## src/hdl/lisc_pkg.sv

```systemverilog
// Shared types and constants for the LAPD I-frame sequence control block.
// No dependencies; every other file in hdl/ imports this package.
`default_nettype none

package lisc_pkg;

	localparam int SEQ_W      = 7;
	localparam int CFG_ADDR_W = 4;
	localparam int CFG_DATA_W = 32;

	typedef logic [SEQ_W-1:0]      seq_t;
	typedef logic [CFG_ADDR_W-1:0] cfg_addr_t;
	typedef logic [CFG_DATA_W-1:0] cfg_data_t;

	// Register index, taken from paddr word address
	typedef logic [1:0] reg_idx_t;
	localparam reg_idx_t REG_TEI_ASSIGNED = 2'd0;
	localparam reg_idx_t REG_OWN_TEI      = 2'd1;
	localparam reg_idx_t REG_WINDOW_SIZE  = 2'd2;

	localparam logic MODE_RX = 1'b0;
	localparam logic MODE_TX = 1'b1;

	typedef enum logic [1:0] {
		LINK_MULTIFR = 2'd0,
		LINK_TIMREC  = 2'd1,
		LINK_AW_EST  = 2'd2,
		LINK_OTHER   = 2'd3
	} link_state_t;

	typedef enum logic [1:0] {
		RESP_NONE = 2'd0,
		RESP_RR   = 2'd1,
		RESP_RNR  = 2'd2,
		RESP_REJ  = 2'd3
	} resp_t;

	typedef enum logic [1:0] {
		T200_NONE    = 2'd0,
		T200_STOP    = 2'd1,
		T200_RESTART = 2'd2,
		T200_START   = 2'd3
	} t200_t;

	typedef enum logic [1:0] {
		T203_NONE    = 2'd0,
		T203_RESTART = 2'd1,
		T203_STOP    = 2'd2
	} t203_t;

	typedef enum logic [2:0] {
		REFUSE_NONE        = 3'd0,
		REFUSE_PEER_BUSY   = 3'd1,
		REFUSE_WINDOW_FULL = 3'd2,
		REFUSE_QUEUE_EMPTY = 3'd3,
		REFUSE_DROPPED     = 3'd4
	} refuse_t;

	typedef struct packed {
		logic tei_assigned;
		seq_t own_tei;
		seq_t window_size;
	} cfg_t;

	typedef struct packed {
		logic        mode;
		seq_t        rx_tei;
		seq_t        rx_send_number;
		seq_t        rx_recv_number;
		logic        rx_poll;
		link_state_t link_state;
		logic        own_receiver_busy;
		logic        peer_receiver_busy;
		logic        retrans_timer_idle;
		logic        frame_ready;
	} item_t;

	typedef struct packed {
		logic        deliver;
		resp_t       response_kind;
		logic        response_final;
		seq_t        acked_number;
		t200_t       t200_action;
		t203_t       t203_action;
		link_state_t new_link_state;
		logic        sequence_error;
		logic        tx_iframe;
		seq_t        tx_send_number;
		seq_t        tx_recv_number;
		refuse_t     refuse_reason;
	} result_t;

	// V(S), V(A), V(R) and the reject-exception flag
	typedef struct packed {
		seq_t send;
		seq_t ack;
		seq_t recv;
		logic rej_exc;
	} seq_state_t;

endpackage

`default_nettype wire

```

## src/hdl/lisc_cfg_regs.sv

```systemverilog
// APB-style configuration registers: TEI assignment, own TEI and window size k.
// Depends on lisc_pkg.
`default_nettype none

module lisc_cfg_regs (
	input  wire                logic clk,
	input  wire                logic arst_n,
	input  wire                logic psel,
	input  wire                logic penable,
	input  wire                logic pwrite,
	input  wire lisc_pkg::cfg_addr_t paddr,
	input  wire lisc_pkg::cfg_data_t pwdata,
	output lisc_pkg::cfg_data_t      prdata,
	output logic                     pready,
	output lisc_pkg::cfg_t           cfg
);
	import lisc_pkg::*;

	cfg_t     cfg_q;
	reg_idx_t idx;
	logic     wr_en;

	assign idx    = paddr[CFG_ADDR_W-1:2];
	assign wr_en  = psel & penable & pwrite;
	assign pready = 1'b1;
	assign cfg    = cfg_q;

	always_ff @(posedge clk or negedge arst_n) begin
		if (!arst_n) begin
			cfg_q.tei_assigned <= 1'b0;
			cfg_q.own_tei      <= '0;
			cfg_q.window_size  <= seq_t'(1);
		end else if (wr_en) begin
			unique case (idx)
				REG_TEI_ASSIGNED: cfg_q.tei_assigned <= pwdata[0];
				REG_OWN_TEI:      cfg_q.own_tei      <= pwdata[SEQ_W-1:0];
				REG_WINDOW_SIZE:  cfg_q.window_size  <= pwdata[SEQ_W-1:0];
				default: ;
			endcase
		end
	end

	always_comb begin
		prdata = '0;
		unique case (idx)
			REG_TEI_ASSIGNED: prdata[0]         = cfg_q.tei_assigned;
			REG_OWN_TEI:      prdata[SEQ_W-1:0] = cfg_q.own_tei;
			REG_WINDOW_SIZE:  prdata[SEQ_W-1:0] = cfg_q.window_size;
			default: ;
		endcase
	end

endmodule

`default_nettype wire

```

## src/hdl/lisc_seq_core.sv

```systemverilog
// Single-pass sequence logic: one item and the current V(S)/V(A)/V(R) state in,
// one result and the next state out. Purely combinational. Depends on lisc_pkg.
`default_nettype none

module lisc_seq_core (
	input  wire lisc_pkg::cfg_t       cfg,
	input  wire lisc_pkg::seq_state_t st,
	input  wire lisc_pkg::item_t      item,
	output lisc_pkg::result_t         res,
	output lisc_pkg::seq_state_t      st_next
);
	import lisc_pkg::*;

	seq_t d_nr;
	seq_t d_vs;
	logic nr_ok;
	logic tei_ok;
	logic link_ok;

	// N(R) valid when it lies within V(A)..V(S), modulo 128
	assign d_nr    = item.rx_recv_number - st.ack;
	assign d_vs    = st.send - st.ack;
	assign nr_ok   = (d_nr <= d_vs);
	assign tei_ok  = cfg.tei_assigned && (cfg.own_tei == item.rx_tei);
	assign link_ok = (item.link_state == LINK_MULTIFR) || (item.link_state == LINK_TIMREC);

	always_comb begin
		res                = '0;
		st_next            = st;
		res.new_link_state = item.link_state;
		if (item.mode == MODE_RX) begin
			if (!tei_ok || !link_ok) begin
				res.refuse_reason = REFUSE_DROPPED;
			end else begin
				res.acked_number = item.rx_recv_number;
				if (item.own_receiver_busy) begin
					if (item.rx_poll) begin
						res.response_kind  = RESP_RNR;
						res.response_final = 1'b1;
					end
				end else if (item.rx_send_number == st.recv) begin
					st_next.recv       = st.recv + seq_t'(1);
					st_next.rej_exc    = 1'b0;
					res.deliver        = 1'b1;
					res.response_kind  = RESP_RR;
					res.response_final = item.rx_poll;
				end else if (st.rej_exc) begin
					if (item.rx_poll) begin
						res.response_kind  = RESP_RR;
						res.response_final = 1'b1;
					end
				end else begin
					st_next.rej_exc    = 1'b1;
					res.response_kind  = RESP_REJ;
					res.response_final = item.rx_poll;
				end

				if (nr_ok) begin
					if ((item.link_state == LINK_TIMREC) || item.peer_receiver_busy) begin
						st_next.ack = item.rx_recv_number;
					end else if (item.rx_recv_number == st.send) begin
						st_next.ack     = item.rx_recv_number;
						res.t200_action = T200_STOP;
						res.t203_action = T203_RESTART;
					end else if (item.rx_recv_number != st.ack) begin
						st_next.ack     = item.rx_recv_number;
						res.t200_action = T200_RESTART;
					end
				end else begin
					res.sequence_error = 1'b1;
					res.new_link_state = LINK_AW_EST;
				end
			end
		end else begin
			if (item.peer_receiver_busy) begin
				res.refuse_reason = REFUSE_PEER_BUSY;
			end else if (st.send == seq_t'(st.ack + cfg.window_size)) begin
				res.refuse_reason = REFUSE_WINDOW_FULL;
			end else if (!item.frame_ready) begin
				res.refuse_reason = REFUSE_QUEUE_EMPTY;
			end else begin
				res.tx_iframe      = 1'b1;
				res.tx_send_number = st.send;
				res.tx_recv_number = st.recv;
				st_next.send       = st.send + seq_t'(1);
				if (item.retrans_timer_idle) begin
					res.t203_action = T203_STOP;
					res.t200_action = T200_START;
				end
			end
		end
	end

endmodule

`default_nettype wire

```

## src/hdl/lapd_iframe_sequence_control.sv

```systemverilog
// Top level of the modulo-128 LAPD I-frame sequence control block.
// Depends on lisc_pkg, lisc_cfg_regs and lisc_seq_core.
`default_nettype none

// Unless stalled, the block takes one item per clock and returns exactly one
// result item for each: a received I-frame header (mode 0) is checked for TEI
// and link state, sequenced against V(R), answered with RR, RNR or REJ, and
// its N(R) checked against V(A)..V(S) to command timers T200 and T203; a
// transmit request (mode 1) sends the next queued frame when the peer is not
// busy and the window k allows, reporting N(S)/N(R) and advancing V(S). The
// input register feeds the sequence logic, which loads the result register;
// the result is held there until out_ready takes it. Sustained rate is one
// item per cycle while out_ready does not stall, set by the single update of
// the V(S)/V(A)/V(R) registers that happens as each item moves into the
// result register. A result waiting on a stalled out_ready does not stop the
// block from taking one more item into the input register. Acknowledgement
// is always immediate, so no ack-pending flag is kept. Configuration
// registers (tei_assigned at 0x0, own_tei at 0x4, window_size at 0x8) may
// only be written while no item is in flight; reset leaves the TEI
// unassigned and k = 1.

module lapd_iframe_sequence_control (
	input  wire  logic        clk,
	input  wire  logic        arst_n,
	// configuration port
	input  wire  logic        psel,
	input  wire  logic        penable,
	input  wire  logic        pwrite,
	input  wire  logic [3:0]  paddr,
	input  wire  logic [31:0] pwdata,
	output logic [31:0]       prdata,
	output logic              pready,
	// input items
	input  wire  logic        in_valid,
	output logic              in_ready,
	input  wire  logic        mode,
	input  wire  logic [6:0]  rx_tei,
	input  wire  logic [6:0]  rx_send_number,
	input  wire  logic [6:0]  rx_recv_number,
	input  wire  logic        rx_poll,
	input  wire  logic [1:0]  link_state,
	input  wire  logic        own_receiver_busy,
	input  wire  logic        peer_receiver_busy,
	input  wire  logic        retrans_timer_idle,
	input  wire  logic        frame_ready,
	// result items
	output logic              out_valid,
	input  wire  logic        out_ready,
	output logic              deliver,
	output logic [1:0]        response_kind,
	output logic              response_final,
	output logic [6:0]        acked_number,
	output logic [1:0]        t200_action,
	output logic [1:0]        t203_action,
	output logic [1:0]        new_link_state,
	output logic              sequence_error,
	output logic              tx_iframe,
	output logic [6:0]        tx_send_number,
	output logic [6:0]        tx_recv_number,
	output logic [2:0]        refuse_reason
);
	import lisc_pkg::*;

	cfg_t       cfg;
	item_t      item_in;
	item_t      item_s1;
	logic       valid_s1;
	result_t    res_comb;
	result_t    res_s2;
	logic       valid_s2;
	seq_state_t st_q;
	seq_state_t st_next;
	logic       accept_in;
	logic       advance_s1;

	lisc_cfg_regs u_cfg (
		.clk     (clk),
		.arst_n  (arst_n),
		.psel    (psel),
		.penable (penable),
		.pwrite  (pwrite),
		.paddr   (paddr),
		.pwdata  (pwdata),
		.prdata  (prdata),
		.pready  (pready),
		.cfg     (cfg)
	);

	// Pack the input item
	always_comb begin
		item_in.mode               = mode;
		item_in.rx_tei             = rx_tei;
		item_in.rx_send_number     = rx_send_number;
		item_in.rx_recv_number     = rx_recv_number;
		item_in.rx_poll            = rx_poll;
		item_in.link_state         = link_state_t'(link_state);
		item_in.own_receiver_busy  = own_receiver_busy;
		item_in.peer_receiver_busy = peer_receiver_busy;
		item_in.retrans_timer_idle = retrans_timer_idle;
		item_in.frame_ready        = frame_ready;
	end

	// Stage 1 moves on whenever the result register is empty or being drained;
	// the input register refills in the same cycle.
	assign advance_s1 = valid_s1 && (!valid_s2 || out_ready);
	assign in_ready   = !valid_s1 || advance_s1;
	assign accept_in  = in_valid && in_ready;

	always_ff @(posedge clk or negedge arst_n) begin
		if (!arst_n) begin
			valid_s1 <= 1'b0;
		end else if (in_ready) begin
			valid_s1 <= in_valid;
		end
	end

	always_ff @(posedge clk) begin
		if (accept_in) begin
			item_s1 <= item_in;
		end
	end

	lisc_seq_core u_core (
		.cfg     (cfg),
		.st      (st_q),
		.item    (item_s1),
		.res     (res_comb),
		.st_next (st_next)
	);

	// Commit the sequence state only when the item's result is registered
	always_ff @(posedge clk or negedge arst_n) begin
		if (!arst_n) begin
			st_q <= '0;
		end else if (advance_s1) begin
			st_q <= st_next;
		end
	end

	// Result register: hold while the consumer stalls
	always_ff @(posedge clk or negedge arst_n) begin
		if (!arst_n) begin
			valid_s2 <= 1'b0;
		end else if (!valid_s2 || out_ready) begin
			valid_s2 <= valid_s1;
		end
	end

	always_ff @(posedge clk) begin
		if (advance_s1) begin
			res_s2 <= res_comb;
		end
	end

	assign out_valid      = valid_s2;
	assign deliver        = res_s2.deliver;
	assign response_kind  = res_s2.response_kind;
	assign response_final = res_s2.response_final;
	assign acked_number   = res_s2.acked_number;
	assign t200_action    = res_s2.t200_action;
	assign t203_action    = res_s2.t203_action;
	assign new_link_state = res_s2.new_link_state;
	assign sequence_error = res_s2.sequence_error;
	assign tx_iframe      = res_s2.tx_iframe;
	assign tx_send_number = res_s2.tx_send_number;
	assign tx_recv_number = res_s2.tx_recv_number;
	assign refuse_reason  = res_s2.refuse_reason;

	// A pending item in stage 1 is never dropped
	a_s1_held: assert property (@(posedge clk) disable iff (!arst_n)
		valid_s1 && !advance_s1 |=> valid_s1)
		else $error("stage 1 item lost while stalled");

	// A transmitted frame advances V(S) by exactly one
	a_vs_advance: assert property (@(posedge clk) disable iff (!arst_n)
		advance_s1 && res_comb.tx_iframe |=> st_q.send == seq_t'($past(st_q.send) + seq_t'(1)))
		else $error("V(S) did not advance after transmit");

	// V(S) never moves without a transmitted frame
	a_vs_stable: assert property (@(posedge clk) disable iff (!arst_n)
		!(advance_s1 && res_comb.tx_iframe) |=> $stable(st_q.send))
		else $error("V(S) changed without transmit");

	// An N(R) error always reports awaiting establishment
	a_seq_err_link: assert property (@(posedge clk) disable iff (!arst_n)
		valid_s2 && res_s2.sequence_error |-> res_s2.new_link_state == LINK_AW_EST)
		else $error("sequence error without link state change");

	// Delivery and transmission exclude any refusal
	a_no_refuse: assert property (@(posedge clk) disable iff (!arst_n)
		valid_s2 && (res_s2.deliver || res_s2.tx_iframe) |-> res_s2.refuse_reason == REFUSE_NONE)
		else $error("refusal reported with delivered or sent frame");

endmodule

`default_nettype wire

```

## config.mk

```make
export PLATFORM = sky130hd
export DESIGN_NAME = lapd_iframe_sequence_control
export DESIGN_NICKNAME = d
export VERILOG_FILES = /design/src/hdl/lisc_pkg.sv /design/src/hdl/lisc_cfg_regs.sv /design/src/hdl/lisc_seq_core.sv /design/src/hdl/lapd_iframe_sequence_control.sv
export SDC_FILE = /design/constraint.sdc
export NUM_CORES = 1
export LEC_CHECK = 0
export BUFFER_PORTS_ARGS = -buffer_cell sky130_fd_sc_hd__buf_2
export CORE_ASPECT_RATIO = 0.5
export CORE_MARGIN = 3
export CORE_UTILIZATION = 54
export DETAILED_ROUTE_END_ITERATION = 8
export HOLD_SLACK_MARGIN = 0.05
export PLACE_DENSITY = 0.87
export SYNTH_ARGS = -nofsm -noshare
export SYNTH_HDL_FRONTEND = slang
export SYNTH_HIERARCHICAL = 1
export SYNTH_SLANG_ARGS = --single-unit
```

## constraint.sdc

```tcl
create_clock -name clk -period 3.9 [get_ports clk]
set_clock_uncertainty 0.1 [all_clocks]
set_input_delay 0.78 -clock clk [delete_from_list [all_inputs] [get_ports clk]]
set_output_delay 0.78 -clock clk [all_outputs]
set_load 0.01 [all_outputs]
```

==> qor.yml, run 1 <==
nFillCells: 730
ant_nets: 0
maxSlewHeadroom_pct: 38.29
worst-path-max-fanout: 6
worstSetupPathType: "register to register"
first_global_vias: 3608
hpwl_um: 8458
fin_setup_tns_ns: 0
synthTopCellsByArea: "edfxtp_1, dfrtp_1, ha_1"
p_comb_share_pct: 26.2
yosysWarnings: 6
clk_pin_slew_ns: 0.07
gr-usage-met1_pct: 24.36
htreeDepth: 3
die_x_um: 153.1
ys_types: 50
grt_use_total_pct: 18.73
grt-ovfl-total: 0
firstDrtPassIters: 5
grt_pass1_wl_um: 17770
p_int_w: 0.002252
max-cap-violations: 0
p_switching_w: 0.0009168
leakage_nw: 2.984
cts_tree: "yes"
cp.arrival_ns: 3.87
routed_wl_um: 11440
synth_area_um2: 5846
wl_per_cell_um: 16.66
synth-seq-area-share_pct: 50.11
tightest_slew_ns: 0.9257
period_needed_ns: 3.746
slew_viol_final: 0
hold_path.class: "register to register"
fin_area_um2: 6696
antenna_found_initial: 0
port_buffers: 89
fp.dieH_um: 79.57
area_growth_pct: 14.55
gp_congestion: 0.8532
status: "completed"
pwr-share-seq_pct: 43.2
cts-buffers-inserted: 9
synth_top_area_share_pct: 33.39
drive_above_1_share_pct: 32.72
syn_inst: 445
grt-busiest-layer: "met2"
sw_frac_of_total_pct: 28.93
startpoint_type: "register"
pwr-share-clk_pct: 30.6
fin_nets: 650
synth.top_cells.by_count: "edfxtp_1, dfrtp_1, ha_1, xnor2_1, buf_4"
crit_required_ns: 4.03
synth-seq-cells: 104
p_total_w: 0.003169
whs_ns: 0.4435
synth.most_common_cell: "edfxtp_1"
dpl.cell_count: 669
rows: 26
vdd_drop_max_v: 0.0002981
dpl-instance-area_um2: 6337
setup_viol: 0
endpoint_kind: "register"
synth_edf_count: 65
start_util_pct: 56.33
synthArstFlopShare_pct: 37.50
ios: 143
cts.sink_count: 104
p_per_area_nw_per_um2: 473.2
rsz0062_at_grt: "false"
antenna_cells: 0
grt_max_degree: 40
max_freq_mhz: 267.0
grtUsageMet2_pct: 30.96
fin_cells: 687
remaining_drc_errors: 0
postCtsHoldBufs: 0
gr-usage-met3_pct: 5.089
dr.first_iter.drc_count: 161
synth_largest_area_cell: "edfxtp_1"
die_area_um2: 12190
cts-root-buf: "clkbuf_16"
postSynthAreaPerCell_um2: 13.14
clockBufferDepth: 2
via_per_inst: 5.309
insertion_delay_ns: 0.34
ys.flop_type: "edfxtp_1"
hold_viol: 0
final.period_utilization_pct: 96.04
via_count: 3647
core_area_um2: 10380
==> through the flow <==
stage | util [%] | setup slack (ns)
global route | 64.53 | 0.02142
floorplan | - | 0.4750
finish | 64.53 | 0.1544
global placement | 61.07 | 0.1327
detailed placement | 61.07 | 0.04950
CTS | 64.22 | 0.03137
==> registers in the layout (all words and copies together) (netlist names), 2 cells and up <==
name	count
response_kind	2
t200_action	2
new_link_state	2
item_s1	29
tx_recv_number	7
t203_action	2
u_cfg/cfg	15
st_q	22
tx_send_number	7
refuse_reason	3
acked_number	7
==> cell families (layout without fill, tap and decap cells) <==
logic type / count (synthesis) / count (layout) / share of synthesized area (%)
AOI/OAI and AO/OA: 47 / 47 / 5.993
other: 2 / 26 / 0.1285
muxes: 47 / 47 / 10.27
buffers and inverters: 59 / 137 / 6.057
xor gates and xnor gates: 56 / 56 / 8.519
DFF: 104 / 104 / 50.11
and+or+nand+nor: 94 / 94 / 10.83
adders and majority gates: 36 / 36 / 8.091
==> worst paths after layout <==
kind	startpoint	cells after the start	slack, ns	end
hold / removal	u_cfg/cfg[14]$_DFFE_PN0P_	1	0.44	u_cfg/cfg[14]$_DFFE_PN0P_
hold reg to reg	u_cfg/cfg[14]$_DFFE_PN0P_	1	0.44	u_cfg/cfg[14]$_DFFE_PN0P_
min in group asynchronous	arst_n	1	0.47	st_q[14]$_DFFE_PN0P_
setup reg to reg	st_q[8]$_DFFE_PN0P_	16	0.15	st_q[10]$_DFFE_PN0P_
max in group asynchronous	arst_n	1	2.65	u_cfg/cfg[4]$_DFFE_PN0P_
setup / recovery	st_q[8]$_DFFE_PN0P_	16	0.15	st_q[10]$_DFFE_PN0P_
==> worst max-delay path, cell delays in order (launching register included) <==
cell      delay, ns
dfrtp_1        0.46
ha_1           0.19
inv_1          0.06
fa_1           0.40
a21o_1         0.18
a21oi_1        0.23
o21bai_1       0.10
a21oi_1        0.17
xnor2_1        0.16
ha_1           0.27
nand4_1        0.07
o22ai_1        0.08
a21oi_2        0.26
nor2_4         0.08
o41ai_4        0.13
mux2_2         0.40
mux2_4         0.26
==> repair_timing <==
action / CTS / global route
setup endpoints to repair: 0 / 6
gates resized for setup: 0 / 5
buffers inserted: 0 / 2
==> cell usage in the layout (no fill, tap or decap), types with 3 or more instances in the layout <==
| cell | Yosys | routed |
|---|---|---|
| buf_4 | 28 | 8 |
| fa_1 | 3 | 3 |
| xnor2_1 | 33 | 33 |
| nor2b_1 | 9 | 9 |
| xor2_1 | 22 | 22 |
| ha_1 | 33 | 33 |
| nor4_4 | 3 | 3 |
| and3_1 | 3 | 3 |
| clkbuf_16 | 0 | 9 |
| nand4_1 | 11 | 11 |
| mux2_4 | 19 | 19 |
| dfrtp_1 | 38 | 38 |
| a22oi_1 | 7 | 7 |
| nand3_1 | 6 | 6 |
| nand2b_1 | 5 | 5 |
| nor2_1 | 11 | 11 |
| inv_1 | 24 | 23 |
| and2_1 | 21 | 21 |
| a21oi_1 | 13 | 11 |
| nor3_1 | 4 | 4 |
| a21o_1 | 10 | 10 |
| nand2_1 | 9 | 9 |
| buf_2 | 4 | 89 |
| edfxtp_1 | 65 | 65 |
| mux2_2 | 27 | 27 |
| conb_1 | 2 | 26 |
| o21bai_1 | 4 | 4 |
==> power groups by stage <==
| stage | Clock, W | Sequential, W | Combinational [W] |
|---|---|---|---|
| 5_1_grt | 0.00103 | 0.00138 | 0.000905 |
| 4_1_cts | 0.000987 | 0.00137 | 0.000784 |
| 2_1_floorplan | 0 | 0.00139 | 0.000576 |
| 3_5_place_dp | 0 | 0.00139 | 0.000777 |
| 3_3_place_gp | 0 | 0.00138 | 0.000750 |
| 6_report | 0.000971 | 0.00137 | 0.000830 |
==> routing by layer <==
metal / vias up / share of wire (%)
met5: - / 0
met1: 1772 / 45
met2: 127 / 47
met3: 17 / 7.0
met4: 0 / 1.5
li1: 1731 / -
==> layout make-up <==
class / instances / area [µm²] / area share (%)
inverters: 24 / 90.09 / 1.345
clock inverters: 7 / 101.3 / 1.513
flip-flops and latches: 104 / 2929 / 43.74
clock buffers: 9 / 225.2 / 3.363
multi-input cells: 306 / 2670 / 39.87
well taps: 140 / 175.2 / 2.616
repair buffers: 97 / 505.5 / 7.549
No activity file was read; power rests on OpenSTA's default activity.
==> run 2: changes to the inputs <==
==> constraint.sdc (replaced) <==
create_clock -name clk -period 3.9 [get_ports clk]
set_clock_uncertainty 0.1 [all_clocks]
set_input_delay 0.585 -clock clk [delete_from_list [all_inputs] [get_ports clk]]
set_output_delay 0.585 -clock clk [all_outputs]
set_load 0.01 [all_outputs]
==> qor.yml, run 2 (synthesis results as in run 1) <==
status: "completed"
clockBufferDepth: 2
crit_required_ns: 4.03
htreeDepth: 3
gp_congestion: 0.8596
layout.cells.most_common_list: "buf_2, edfxtp_1, dfrtp_1, ha_1, xnor2_1"
routed_wl_um: 11370
fin_setup_tns_ns: 0
rows: 26
slew_viol_final: 0
via_count: 3593
nFillCells: 777
p_comb_share_pct: 26.0
final.period_utilization_pct: 97.05
dpl.cell_count: 669
regMostFlops: "item_s1"
rsz0062_at_grt: "false"
largest_reg_flops: 29
postCtsHoldBufs: 0
start_util_pct: 56.33
endpoint_kind: "register"
multi_input_area_um2: 2660
remaining_drc_errors: 0
fp.dieH_um: 79.57
period_needed_ns: 3.785
area_growth_pct: 13.46
hold_viol: 0
tightest_slew_ns: 0.9251
hpwl_um: 8457
p_total_w: 0.003039
grt_pass1_wl_um: 18140
p_int_w: 0.002160
grt_max_degree: 40
max_freq_mhz: 264.2
p_switching_w: 0.0008790
worstSetupPathType: "register to register"
cts.sink_count: 104
ios: 143
setup_viol: 0
final_common_cell: "buf_2"
first_global_vias: 3707
antenna_found_initial: 0
antenna_cells: 0
cts-root-buf: "clkbuf_16"
wl_per_cell_um: 16.59
fin_nets: 648
r2r_setup_slack_ns: 0.12
fin_cells: 685
whs_ns: 0.2797
worst-path-max-fanout: 6
p_per_area_nw_per_um2: 458.1
insertion_delay_ns: 0.34
pwr-share-seq_pct: 45.0
cp.arrival_ns: 3.91
cts-buffers-inserted: 9
pwr-share-clk_pct: 29.0
hold_path.class: "input pin to async pin"
dr.first_iter.drc_count: 239
maxSlewHeadroom_pct: 38.33
vdd_drop_max_v: 0.0002576
cts_tree: "yes"
sw_frac_of_total_pct: 28.93
firstDrtPassIters: 4
drive_above_1_share_pct: 31.74
ff_latch_area_um2: 2929
ant_nets: 0
clk_pin_slew_ns: 0.07
grt_use_total_pct: 19.13
reg2reg_from: "st_q[8]$_DFFE_PN0P_"
startpoint_type: "register"
port_buffers: 89
grt-ovfl-total: 0
rr_endpoint: "st_q[9]$_DFFE_PN0P_"
die_x_um: 153.1
core_area_um2: 10380
leakage_nw: 2.952
max-cap-violations: 0
reg2reg_depth: 14
die_area_um2: 12190
via_per_inst: 5.245
run 2: timing repair:
action / 4_1_cts / 5_1_grt
setup buffers: 0 / 0
resized for setup: 0 / 3
setup endpoints to repair: 0 / 6
run 2: worst max path at each step:
stage / from / endpoint / slack [ns] / cells past startpoint
3_3_place_gp: item_s1[7]$_DFFE_PP_ / st_q[9]$_DFFE_PN0P_ / 0.14 / 17
5_1_grt: st_q[8]$_DFFE_PN0P_ / st_q[10]$_DFFE_PN0P_ / 0.005 / 14
2_1_floorplan: st_q[15]$_DFFE_PN0P_ / st_q[11]$_DFFE_PN0P_ / 0.47 / 17
4_1_cts: item_s1[7]$_DFFE_PP_ / st_q[11]$_DFFE_PN0P_ / 0.04 / 17
6_report: st_q[8]$_DFFE_PN0P_ / st_q[9]$_DFFE_PN0P_ / 0.12 / 14
3_5_place_dp: item_s1[7]$_DFFE_PP_ / st_q[11]$_DFFE_PN0P_ / 0.05 / 17
run 2: worst max-delay path: stages, from the launching register on:
cell      delay (ns)
dfrtp_1         0.46
ha_1            0.20
inv_1           0.07
fa_1            0.41
a21o_1          0.19
a21oi_1         0.23
xnor2_1         0.16
ha_1            0.27
a21o_1          0.16
a211oi_1        0.31
a21oi_2         0.14
nor2_2          0.19
o41ai_4         0.18
mux2_2          0.32
mux2_4          0.26
run 2: layout make-up:
type                       count  area share (%)
clock buffer                  11           3.509
sequential                   104           44.16
tap                          140           2.641
inverter                      24           1.358
clock inverter                 5          0.8300
timing repair buffer          95           7.395
multi-input combinational    306           40.11
run 2: metrics by stage:
stage / worst slack [ns] / instance area (µm²) / utilization (%)
final: 0.1150 / 6633 / 63.91
after global routing: 0.004741 / 6633 / 63.91
after CTS: 0.03669 / 6625 / 63.84
after detailed placement: 0.05470 / 6337 / 61.07
after global placement: 0.1369 / 6337 / 61.07
after floorplan: 0.4750 / 5936 / -
run 2: metal layers:
metal	routed length, µm	vias up	part of all wire [%]	track usage, %
met5	0	-	0	0
met4	307	0	2.7	7.733
met3	713	28	6.3	4.061
met2	5142	126	45	31.18
met1	5202	1719	46	25.30
li1	-	1720	-	-
run 2: power by group through the flow:
stage	Sequential, W	Combinational, W	Clock (W)
2_1_floorplan	0.00139	0.000576	0
3_5_place_dp	0.00139	0.000780	0
6_report	0.00137	0.000791	0.000880
5_1_grt	0.00138	0.000872	0.000944
4_1_cts	0.00137	0.000785	0.000892
3_3_place_gp	0.00138	0.000750	0
